===== src/sv/jsu_pkg.sv =====
// Shared types, character constants and byte-level helpers of the JSON string unescaper.
package jsu_pkg;

  localparam int MAX_RES = 5;
  localparam int CNT_W   = 3;

  localparam logic [7:0] CH_BSL = 8'h5C;
  localparam logic [7:0] CH_U   = 8'h75;
  localparam logic [7:0] CH_B   = 8'h62;
  localparam logic [7:0] CH_F   = 8'h66;
  localparam logic [7:0] CH_N   = 8'h6E;
  localparam logic [7:0] CH_R   = 8'h72;
  localparam logic [7:0] CH_T   = 8'h74;
  localparam logic [7:0] CC_BS  = 8'h08;
  localparam logic [7:0] CC_FF  = 8'h0C;
  localparam logic [7:0] CC_LF  = 8'h0A;
  localparam logic [7:0] CC_CR  = 8'h0D;
  localparam logic [7:0] CC_TAB = 8'h09;

  localparam logic [15:0] UTF_LIM1  = 16'h0080;
  localparam logic [15:0] UTF_LIM2  = 16'h0800;
  localparam logic [7:0]  UTF_LEAD2 = 8'hC0;
  localparam logic [7:0]  UTF_LEAD3 = 8'hE0;
  localparam logic [7:0]  UTF_CONT  = 8'h80;
  localparam logic [7:0]  UTF_MASK  = 8'h3F;

  typedef enum logic [5:0] {
    MODE_NORMAL = 6'b000001,
    MODE_ESC    = 6'b000010,
    MODE_HEX0   = 6'b000100,
    MODE_HEX1   = 6'b001000,
    MODE_HEX2   = 6'b010000,
    MODE_HEX3   = 6'b100000
  } mode_t;

  typedef struct packed {
    logic [7:0] in_byte;
    logic       end_of_string;
  } in_item_t;

  typedef struct packed {
    logic [7:0] out_byte;
    logic       last;
  } out_item_t;

  typedef struct packed {
    logic [MAX_RES-1:0][7:0] bytes;
    logic [CNT_W-1:0]        cnt;
    logic                    last;
  } cmd_t;

  function automatic logic [3:0] hex_value(logic [7:0] c);
    logic [3:0] v;
    v = 4'd0;
    case (c) inside
      [8'h30:8'h39]:                v = c[3:0];
      [8'h61:8'h66], [8'h41:8'h46]: v = c[3:0] + 4'd9;
      default:                      v = 4'd0;
    endcase
    return v;
  endfunction

  function automatic logic [7:0] translate(logic [7:0] e);
    logic [7:0] r;
    r = e;
    case (e)
      CH_B:    r = CC_BS;
      CH_F:    r = CC_FF;
      CH_N:    r = CC_LF;
      CH_R:    r = CC_CR;
      CH_T:    r = CC_TAB;
      default: r = e;
    endcase
    return r;
  endfunction

  function automatic cmd_t push_byte(cmd_t c, logic [7:0] b);
    cmd_t r;
    r = c;
    if (r.cnt < CNT_W'(MAX_RES)) begin
      r.bytes[r.cnt] = b;
      r.cnt          = r.cnt + CNT_W'(1);
    end
    return r;
  endfunction

  function automatic cmd_t push_utf8(cmd_t c, logic [15:0] cp);
    cmd_t r;
    r = c;
    if (cp < UTF_LIM1) begin
      r = push_byte(r, cp[7:0]);
    end else if (cp < UTF_LIM2) begin
      r = push_byte(r, UTF_LEAD2 | {3'b000, cp[10:6]});
      r = push_byte(r, UTF_CONT | ({2'b00, cp[5:0]} & UTF_MASK));
    end else begin
      r = push_byte(r, UTF_LEAD3 | {4'b0000, cp[15:12]});
      r = push_byte(r, UTF_CONT | ({2'b00, cp[11:6]} & UTF_MASK));
      r = push_byte(r, UTF_CONT | ({2'b00, cp[5:0]} & UTF_MASK));
    end
    return r;
  endfunction

endpackage


===== src/sv/jsu_front.sv =====
// Front end: escape state machine that turns each input item into a burst command.
module jsu_front (
  input  logic               clk,
  input  logic               rst_n,
  input  logic               in_take,
  input  jsu_pkg::in_item_t  in_item,
  output logic               cmd_push,
  output jsu_pkg::cmd_t      cmd
);

  typedef enum logic [2:0] {
    RR_NORMAL = 3'b001,
    RR_ESC    = 3'b010,
    RR_HEX    = 3'b100
  } rr_mode_t;

  jsu_pkg::mode_t mode_r, mode_nxt;
  logic [15:0]    cp_r, cp_nxt;
  logic [7:0]     held_r   [3];
  logic [7:0]     held_nxt [3];

  logic [7:0]     b;
  logic           eos;
  logic [15:0]    cp_shift;
  logic [1:0]     hcnt;
  jsu_pkg::mode_t hnext;
  logic [3:0][7:0] elem;
  logic [2:0]     last_pos;

  assign b        = in_item.in_byte;
  assign eos      = in_item.end_of_string;
  assign cp_shift = {cp_r[11:0], jsu_pkg::hex_value(b)};
  assign last_pos = {1'b0, hcnt} + 3'd1;

  always_comb begin
    hcnt  = 2'd0;
    hnext = jsu_pkg::MODE_HEX1;
    case (mode_r)
      jsu_pkg::MODE_HEX1: begin
        hcnt  = 2'd1;
        hnext = jsu_pkg::MODE_HEX2;
      end
      jsu_pkg::MODE_HEX2: begin
        hcnt  = 2'd2;
        hnext = jsu_pkg::MODE_HEX3;
      end
      default: begin
        hcnt  = 2'd0;
        hnext = jsu_pkg::MODE_HEX1;
      end
    endcase
  end

  always_comb begin
    elem[0] = jsu_pkg::CH_U;
    elem[1] = (hcnt == 2'd0) ? b : held_r[0];
    elem[2] = (hcnt == 2'd1) ? b : held_r[1];
    elem[3] = b;
  end

  always_comb begin
    rr_mode_t   rr;
    logic [7:0] e;
    logic       fin;
    rr       = RR_NORMAL;
    e        = 8'h00;
    fin      = 1'b0;
    cmd      = '0;
    cmd.last = eos;
    mode_nxt = mode_r;
    cp_nxt   = cp_r;
    held_nxt = held_r;
    case (mode_r)
      jsu_pkg::MODE_NORMAL: begin
        if (b == jsu_pkg::CH_BSL && !eos) begin
          mode_nxt = jsu_pkg::MODE_ESC;
        end else begin
          cmd = jsu_pkg::push_byte(cmd, b);
        end
      end
      jsu_pkg::MODE_ESC: begin
        mode_nxt = jsu_pkg::MODE_NORMAL;
        if (b == jsu_pkg::CH_U) begin
          if (eos) begin
            cmd = jsu_pkg::push_byte(cmd, jsu_pkg::CH_BSL);
            cmd = jsu_pkg::push_byte(cmd, jsu_pkg::CH_U);
          end else begin
            mode_nxt = jsu_pkg::MODE_HEX0;
            cp_nxt   = '0;
          end
        end else begin
          cmd = jsu_pkg::push_byte(cmd, jsu_pkg::translate(b));
        end
      end
      jsu_pkg::MODE_HEX0, jsu_pkg::MODE_HEX1, jsu_pkg::MODE_HEX2: begin
        if (!eos) begin
          cp_nxt         = cp_shift;
          held_nxt[hcnt] = b;
          mode_nxt       = hnext;
        end else begin
          // string cut short inside \u: literal backslash, then replay u, held digits and b
          mode_nxt = jsu_pkg::MODE_NORMAL;
          cp_nxt   = '0;
          cmd      = jsu_pkg::push_byte(cmd, jsu_pkg::CH_BSL);
          for (int i = 0; i < 4; i++) begin
            if (3'(i) <= last_pos) begin
              e   = elem[2'(i)];
              fin = (3'(i) == last_pos);
              case (rr)
                RR_NORMAL: begin
                  if (e == jsu_pkg::CH_BSL && !fin) begin
                    rr = RR_ESC;
                  end else begin
                    cmd = jsu_pkg::push_byte(cmd, e);
                  end
                end
                RR_ESC: begin
                  rr = RR_NORMAL;
                  if (e == jsu_pkg::CH_U) begin
                    if (fin) begin
                      cmd = jsu_pkg::push_byte(cmd, jsu_pkg::CH_BSL);
                      cmd = jsu_pkg::push_byte(cmd, jsu_pkg::CH_U);
                    end else begin
                      rr = RR_HEX;
                    end
                  end else begin
                    cmd = jsu_pkg::push_byte(cmd, jsu_pkg::translate(e));
                  end
                end
                RR_HEX: begin
                  if (fin) begin
                    rr  = RR_NORMAL;
                    cmd = jsu_pkg::push_byte(cmd, jsu_pkg::CH_BSL);
                    cmd = jsu_pkg::push_byte(cmd, jsu_pkg::CH_U);
                    cmd = jsu_pkg::push_byte(cmd, e);
                  end
                end
                default: rr = RR_NORMAL;
              endcase
            end
          end
        end
      end
      jsu_pkg::MODE_HEX3: begin
        mode_nxt = jsu_pkg::MODE_NORMAL;
        cp_nxt   = '0;
        cmd      = jsu_pkg::push_utf8(cmd, cp_shift);
      end
      default: begin
        mode_nxt = jsu_pkg::MODE_NORMAL;
        cp_nxt   = '0;
        cmd      = jsu_pkg::push_byte(cmd, b);
      end
    endcase
  end

  assign cmd_push = in_take && (cmd.cnt != '0);

  always_ff @(posedge clk) begin
    if (!rst_n) begin
      mode_r <= jsu_pkg::MODE_NORMAL;
      cp_r   <= '0;
    end else if (in_take) begin
      mode_r <= mode_nxt;
      cp_r   <= cp_nxt;
    end
  end

  always_ff @(posedge clk) begin
    if (in_take) begin
      held_r <= held_nxt;
    end
  end

endmodule


===== src/sv/jsu_fifo.sv =====
// Command queue between the front end and the byte emitter.
module jsu_fifo #(
  parameter int DEPTH = 4
) (
  input  logic          clk,
  input  logic          rst_n,
  input  logic          wr_en,
  input  jsu_pkg::cmd_t wr_data,
  output logic          full,
  input  logic          rd_en,
  output jsu_pkg::cmd_t rd_data,
  output logic          empty
);

  localparam int PTR_W = (DEPTH > 1) ? $clog2(DEPTH) : 1;
  localparam int CNT_W = $clog2(DEPTH + 1);

  jsu_pkg::cmd_t    mem_r [DEPTH];
  logic [PTR_W-1:0] wr_ptr_r, wr_ptr_nxt;
  logic [PTR_W-1:0] rd_ptr_r, rd_ptr_nxt;
  logic [CNT_W-1:0] count_r, count_nxt;
  logic             do_wr, do_rd;

  assign full    = (count_r == CNT_W'(DEPTH));
  assign empty   = (count_r == '0);
  assign do_wr   = wr_en && !full;
  assign do_rd   = rd_en && !empty;
  assign rd_data = mem_r[rd_ptr_r];

  always_comb begin
    wr_ptr_nxt = wr_ptr_r;
    rd_ptr_nxt = rd_ptr_r;
    count_nxt  = count_r;
    if (do_wr) begin
      wr_ptr_nxt = (wr_ptr_r == PTR_W'(DEPTH - 1)) ? '0 : wr_ptr_r + PTR_W'(1);
    end
    if (do_rd) begin
      rd_ptr_nxt = (rd_ptr_r == PTR_W'(DEPTH - 1)) ? '0 : rd_ptr_r + PTR_W'(1);
    end
    if (do_wr && !do_rd) begin
      count_nxt = count_r + CNT_W'(1);
    end else if (do_rd && !do_wr) begin
      count_nxt = count_r - CNT_W'(1);
    end
  end

  always_ff @(posedge clk) begin
    if (!rst_n) begin
      wr_ptr_r <= '0;
      rd_ptr_r <= '0;
      count_r  <= '0;
    end else begin
      wr_ptr_r <= wr_ptr_nxt;
      rd_ptr_r <= rd_ptr_nxt;
      count_r  <= count_nxt;
    end
  end

  always_ff @(posedge clk) begin
    if (do_wr) begin
      mem_r[wr_ptr_r] <= wr_data;
    end
  end

endmodule


===== src/sv/jsu_back.sv =====
// Back end: holds one burst command and hands out its bytes one item at a time.
module jsu_back (
  input  logic               clk,
  input  logic               rst_n,
  input  logic               q_empty,
  input  jsu_pkg::cmd_t      q_data,
  output logic               q_pop,
  input  logic               pop,
  output logic               empty,
  output jsu_pkg::out_item_t out_data
);

  jsu_pkg::cmd_t             cur_r, cur_nxt;
  logic [jsu_pkg::CNT_W-1:0] idx_r, idx_nxt;
  logic                      vld_r, vld_nxt;
  logic                      at_end;
  logic                      take;

  assign at_end = (idx_r == cur_r.cnt - jsu_pkg::CNT_W'(1));
  assign take   = vld_r && pop;
  assign q_pop  = !q_empty && (!vld_r || (take && at_end));

  always_comb begin
    cur_nxt = cur_r;
    idx_nxt = idx_r;
    vld_nxt = vld_r;
    if (q_pop) begin
      cur_nxt = q_data;
      idx_nxt = '0;
      vld_nxt = 1'b1;
    end else if (take) begin
      if (at_end) begin
        vld_nxt = 1'b0;
      end else begin
        idx_nxt = idx_r + jsu_pkg::CNT_W'(1);
      end
    end
  end

  always_ff @(posedge clk) begin
    if (!rst_n) begin
      vld_r <= 1'b0;
      idx_r <= '0;
    end else begin
      vld_r <= vld_nxt;
      idx_r <= idx_nxt;
    end
  end

  always_ff @(posedge clk) begin
    cur_r <= cur_nxt;
  end

  assign empty             = !vld_r;
  assign out_data.out_byte = cur_r.bytes[idx_r];
  assign out_data.last     = cur_r.last && at_end;

endmodule


===== src/sv/json_string_unescape_top.sv =====
// Top level of the streaming JSON string unescaper with UTF-8 output.
//
//   channel | ports                        | direction | item
//   --------+------------------------------+-----------+-------------------------------
//   input   | push, full, in_data          | in        | raw byte, end-of-string flag
//   result  | empty, pop, out_data         | out       | unescaped byte, last flag
//
// One input item is taken per cycle while the command queue has room; each item
// becomes a command of zero to five bytes, built combinationally.
// The emitter gives one result byte per cycle while pop is high, each item's bytes in turn.
// An item's first byte passes the command queue, then the emitter register, to out_data.
// Synchronous reset clears the escape state, queue pointers and emitter.
// full rises only when FIFO_DEPTH commands wait behind the one being emitted.
module json_string_unescape_top #(
  parameter int FIFO_DEPTH = 4
) (
  input  logic               clk,
  input  logic               rst_n,
  input  logic               push,
  output logic               full,
  input  jsu_pkg::in_item_t  in_data,
  output logic               empty,
  input  logic               pop,
  output jsu_pkg::out_item_t out_data
);

  logic          in_take;
  logic          cmd_push;
  jsu_pkg::cmd_t cmd;
  logic          q_empty;
  logic          q_pop;
  jsu_pkg::cmd_t q_data;

  assign in_take = push && !full;

  jsu_front u_front (
    .clk      (clk),
    .rst_n    (rst_n),
    .in_take  (in_take),
    .in_item  (in_data),
    .cmd_push (cmd_push),
    .cmd      (cmd)
  );

  jsu_fifo #(
    .DEPTH (FIFO_DEPTH)
  ) u_fifo (
    .clk     (clk),
    .rst_n   (rst_n),
    .wr_en   (cmd_push),
    .wr_data (cmd),
    .full    (full),
    .rd_en   (q_pop),
    .rd_data (q_data),
    .empty   (q_empty)
  );

  jsu_back u_back (
    .clk      (clk),
    .rst_n    (rst_n),
    .q_empty  (q_empty),
    .q_data   (q_data),
    .q_pop    (q_pop),
    .pop      (pop),
    .empty    (empty),
    .out_data (out_data)
  );

endmodule


===== config.mk =====
export PLATFORM = sky130hd
export DESIGN_NAME = json_string_unescape_top
export DESIGN_NICKNAME = d
export VERILOG_FILES = /design/src/sv/jsu_pkg.sv /design/src/sv/jsu_front.sv /design/src/sv/jsu_fifo.sv /design/src/sv/jsu_back.sv /design/src/sv/json_string_unescape_top.sv
export SDC_FILE = /design/constraint.sdc
export NUM_CORES = 1
export LEC_CHECK = 0
export ABC_AREA = 1
export BUFFER_PORTS_ARGS = -buffer_cell sky130_fd_sc_hd__buf_2
export CAP_MARGIN = 20
export CORE_MARGIN = 2
export CORE_UTILIZATION = 50
export DETAILED_ROUTE_END_ITERATION = 7
export HOLD_SLACK_MARGIN = 0.12
export PLACE_DENSITY = 0.66
export SLEW_MARGIN = 20
export SYNTH_ARGS = -nofsm -noshare
export SYNTH_HDL_FRONTEND = slang
export SYNTH_SLANG_ARGS = --single-unit

===== constraint.sdc =====
create_clock -name clk -period 11.8 [get_ports clk]
set_input_delay 1.18 -clock clk [delete_from_list [all_inputs] [get_ports clk]]
set_output_delay 1.18 -clock clk [all_outputs]
set_load 0.1 [all_outputs]

==> results.cfg <==
[run_status]
status = finished, final reports clean

[placement]
gp_congestion = 0.955
post_dp_cell_area_mm2 = 0.00836
place_ws_ns = 7.08
dp_hpwl_um = 12100
place_inst = 995
io_buffers = 23

[detailed_routing]
antenna_left = 0
wl_met3_um = 967
vias = 5659
top_layer_used = met4
drtIter0Drc = 469
routed_wirelength_um = 17900
viasPerCell = 5.51
met2_length_um = 8740
wl_met1_um = 7840
avgRoutedWirePerCell_um = 17.4
drc_errors = 0
drtPass1Iterations = 5

[layout]
final_util = 0.569
ff_latch_area_mm2 = 0.00503
nFillCells = 1349
multi_input_area_mm2 = 0.00260
fin_cells = 1027
final_area_mm2 = 0.00897
drive_gt1_frac = 0.112
nets = 829
area_growth_syn_to_layout_pct = 11.6
num_antenna_cells = 0

[sta]
setup_tns_ns = 0
post-route-period-util = 0.374
hold_viol = 0
holdWs_ns = 0.484
rsz0062_at_grt = false
max-slew-margin-rel = 0.340
fin_ws_ns = 7.39
period_needed_ns = 4.41
slew_viol_final = 0
max_freq_mhz = 227
tightestPinTransition_ns = 0.984
final.setup_skew_ns = 0.0104
setup_viol = 0

[synthesis]
synthFlopType = edfxtp_1
avgSynthCellArea_um2 = 10.3
synth_warnings = 0
synth-async-reset-ratio = 0
netlist_instances = 779
synth_edf_count = 148
synth_cell_types = 43
seq_area_frac_synth = 0.625
syn_area_mm2 = 0.00804
ys_seq_elements = 177

[critical_path]
worstPathArrival_ns = 4.77
worst_path_largest_cell_delay_ns = 0.45
cp_data_required_time_ns = 12.15
startpoint_type = flop
crit_path_frequent_cell = nand2_1
critPathSlowestCell = fa_1
reg2reg_depth = 29
endpoint_kind = flop
ff2ff_setup_slack_ns = 7.39
crit_type = flop to flop
worst-path-max-fanout = 13

[clock_tree]
clkLatencyLatePin_ns = 0.43
cts-resized-gates = 0
post-cts-setup-buffer-count = 0
clock_sinks = 177
clk_path_buf_depth = 2
h-tree-depth = 4
cts_made_buffers = 17
clk_pin_slew_worst_paths_ns = 0.06
cts_hold_buf = 0
cts-root-buf = clkbuf_16
cts_tree = built

[global_route]
grt.overflow.total = 0
grt_use_total = 0.220
grt_pass1_wl_um = 27700
first_global_vias = 5250
grt_start_max_net_pins = 60
antenna_found_initial = 0

[die]
coreArea_mm2 = 0.0158
die_h_um = 131
fp-row-count = 46
die-area_mm2 = 0.0171
dieWidth_um = 131
initial_core_util = 0.510
ios = 24

[pwr]
switchingPower_uw = 957
p_total_mw = 2.43
intPower_mw = 1.47
p_clk_frac = 0.238
comb_power_share = 0.350
power_density_mw_per_mm2 = 271
switching_share = 0.394
vdd_drop_max_mv = 0.219
p_leak_nw = 3.35
p_seq_frac = 0.413

[run]
max_cap_violations = 0

[hold_path]
worstHoldPathCells = 2
min-delay-path-class = flop to flop
==> logic make-up (layout without fill, tap and decap cells) <==
kind of cell / after synthesis / after routing / synth area share
other cells: 1 / 2 / 0.000467
fa+ha+maj: 18 / 18 / 0.0290
xor+xnor: 5 / 5 / 0.00545
simple gates: 275 / 275 / 0.153
compound gates: 193 / 193 / 0.134
buf+inv: 110 / 141 / 0.0526
flops: 177 / 177 / 0.625
==> cell type report <==
class,instances,share of cell area
clock buffer,17,0.0474
clock inverter,15,0.0205
inverter,80,0.0335
multi-input combinational,493,0.290
sequential,177,0.560
tap,216,0.0301
timing repair buffer,29,0.0179
==> power by group through the flow <==
| stage | registers (mW) | clock network (mW) | logic (mW) |
|---|---|---|---|
| floorplan | 0.991 | 0 | 0.649 |
| global placement | 1.01 | 0 | 0.828 |
| detailed placement | 1.02 | 0 | 0.847 |
| CTS | 1.00 | 0.584 | 0.851 |
| global route | 1.02 | 0.615 | 0.931 |
| finish | 1.00 | 0.577 | 0.849 |
==> critical path: cells and delay by family, from the launching register on <==
| kind | cells | cell delay, ns |
|---|---|---|
| simple gates | 18 | 2.19 |
| fa+ha+maj | 4 | 1.14 |
| buf+inv | 5 | 0.49 |
| flops | 1 | 0.34 |
| compound gates | 2 | 0.20 |
==> cells in the mapped netlist, types with 4 or more instances <==
cell type / n / area, um^2
edfxtp_1: 148 / 4440
nor2_1: 113 / 424
nand2_1: 100 / 375
o21ai_0: 95 / 475
inv_1: 74 / 278
a21oi_1: 36 / 180
o22ai_1: 33 / 206
dfxtp_1: 29 / 581
clkbuf_1: 27 / 101
nand3_1: 21 / 105
ha_1: 17 / 213
nand4_1: 8 / 50.1
nor2_2: 7 / 43.8
nor3_1: 7 / 35.0
o211ai_1: 6 / 45.0
o221ai_1: 6 / 52.6
nand2_2: 4 / 25.0
o21ai_1: 4 / 20.0
xor2_1: 4 / 35.0
==> per-layer routing <==
layer | global-route usage | up-vias
li1 | - | 2760
met1 | 0.292 | 2699
met2 | 0.360 | 171
met3 | 0.0460 | 29
met4 | 0.0839 | 0
met5 | 0 | -
==> path summary, 6_finish.rpt <==
path | startpoint | endpoint
max | u_front.mode_r[5]$_SDFFE_PN0P_ | u_fifo.count_r[2]$_SDFFE_PN0P_
min | u_front.cp_r[7]$_SDFFE_PN0P_ | u_front.cp_r[11]$_SDFFE_PN0P_
max reg2reg | u_front.mode_r[5]$_SDFFE_PN0P_ | u_fifo.count_r[2]$_SDFFE_PN0P_
min reg2reg | u_front.cp_r[7]$_SDFFE_PN0P_ | u_front.cp_r[11]$_SDFFE_PN0P_
==> cells in the final DEF, fill, tap and decap left out, types with 2 or more instances in the layout <==
master	count
edfxtp_1	148
nor2_1	109
nand2_1	100
o21ai_0	95
inv_1	73
a21oi_1	36
o22ai_1	33
dfxtp_1	28
buf_2	23
nand3_1	21
ha_1	17
clkbuf_16	17
nor2_2	11
nand4_1	8
clkinv_1	7
nor3_1	7
o221ai_1	6
o211ai_1	6
buf_4	6
xor2_1	4
o21ai_1	4
nand2_2	4
clkinv_4	4
nor2_4	3
inv_2	3
o31ai_1	3
a22oi_1	3
inv_8	3
bufinv_16	3
nand3_4	2
nand2_4	2
a31oi_1	2
or2_2	2
a211oi_1	2
conb_1	2
==> sequential cells by signal, indices dropped and copies added (netlist names) <==
signal	cells
u_fifo.count_r	3
u_fifo.rd_ptr_r	2
u_fifo.mem_r	112
u_front.held_r	8
u_front.cp_r	12
u_fifo.wr_ptr_r	2
u_back.cur_r	28
u_back.vld_r	1
u_front.mode_r	6
u_back.idx_r	3
(Power assumes the default switching activity.)
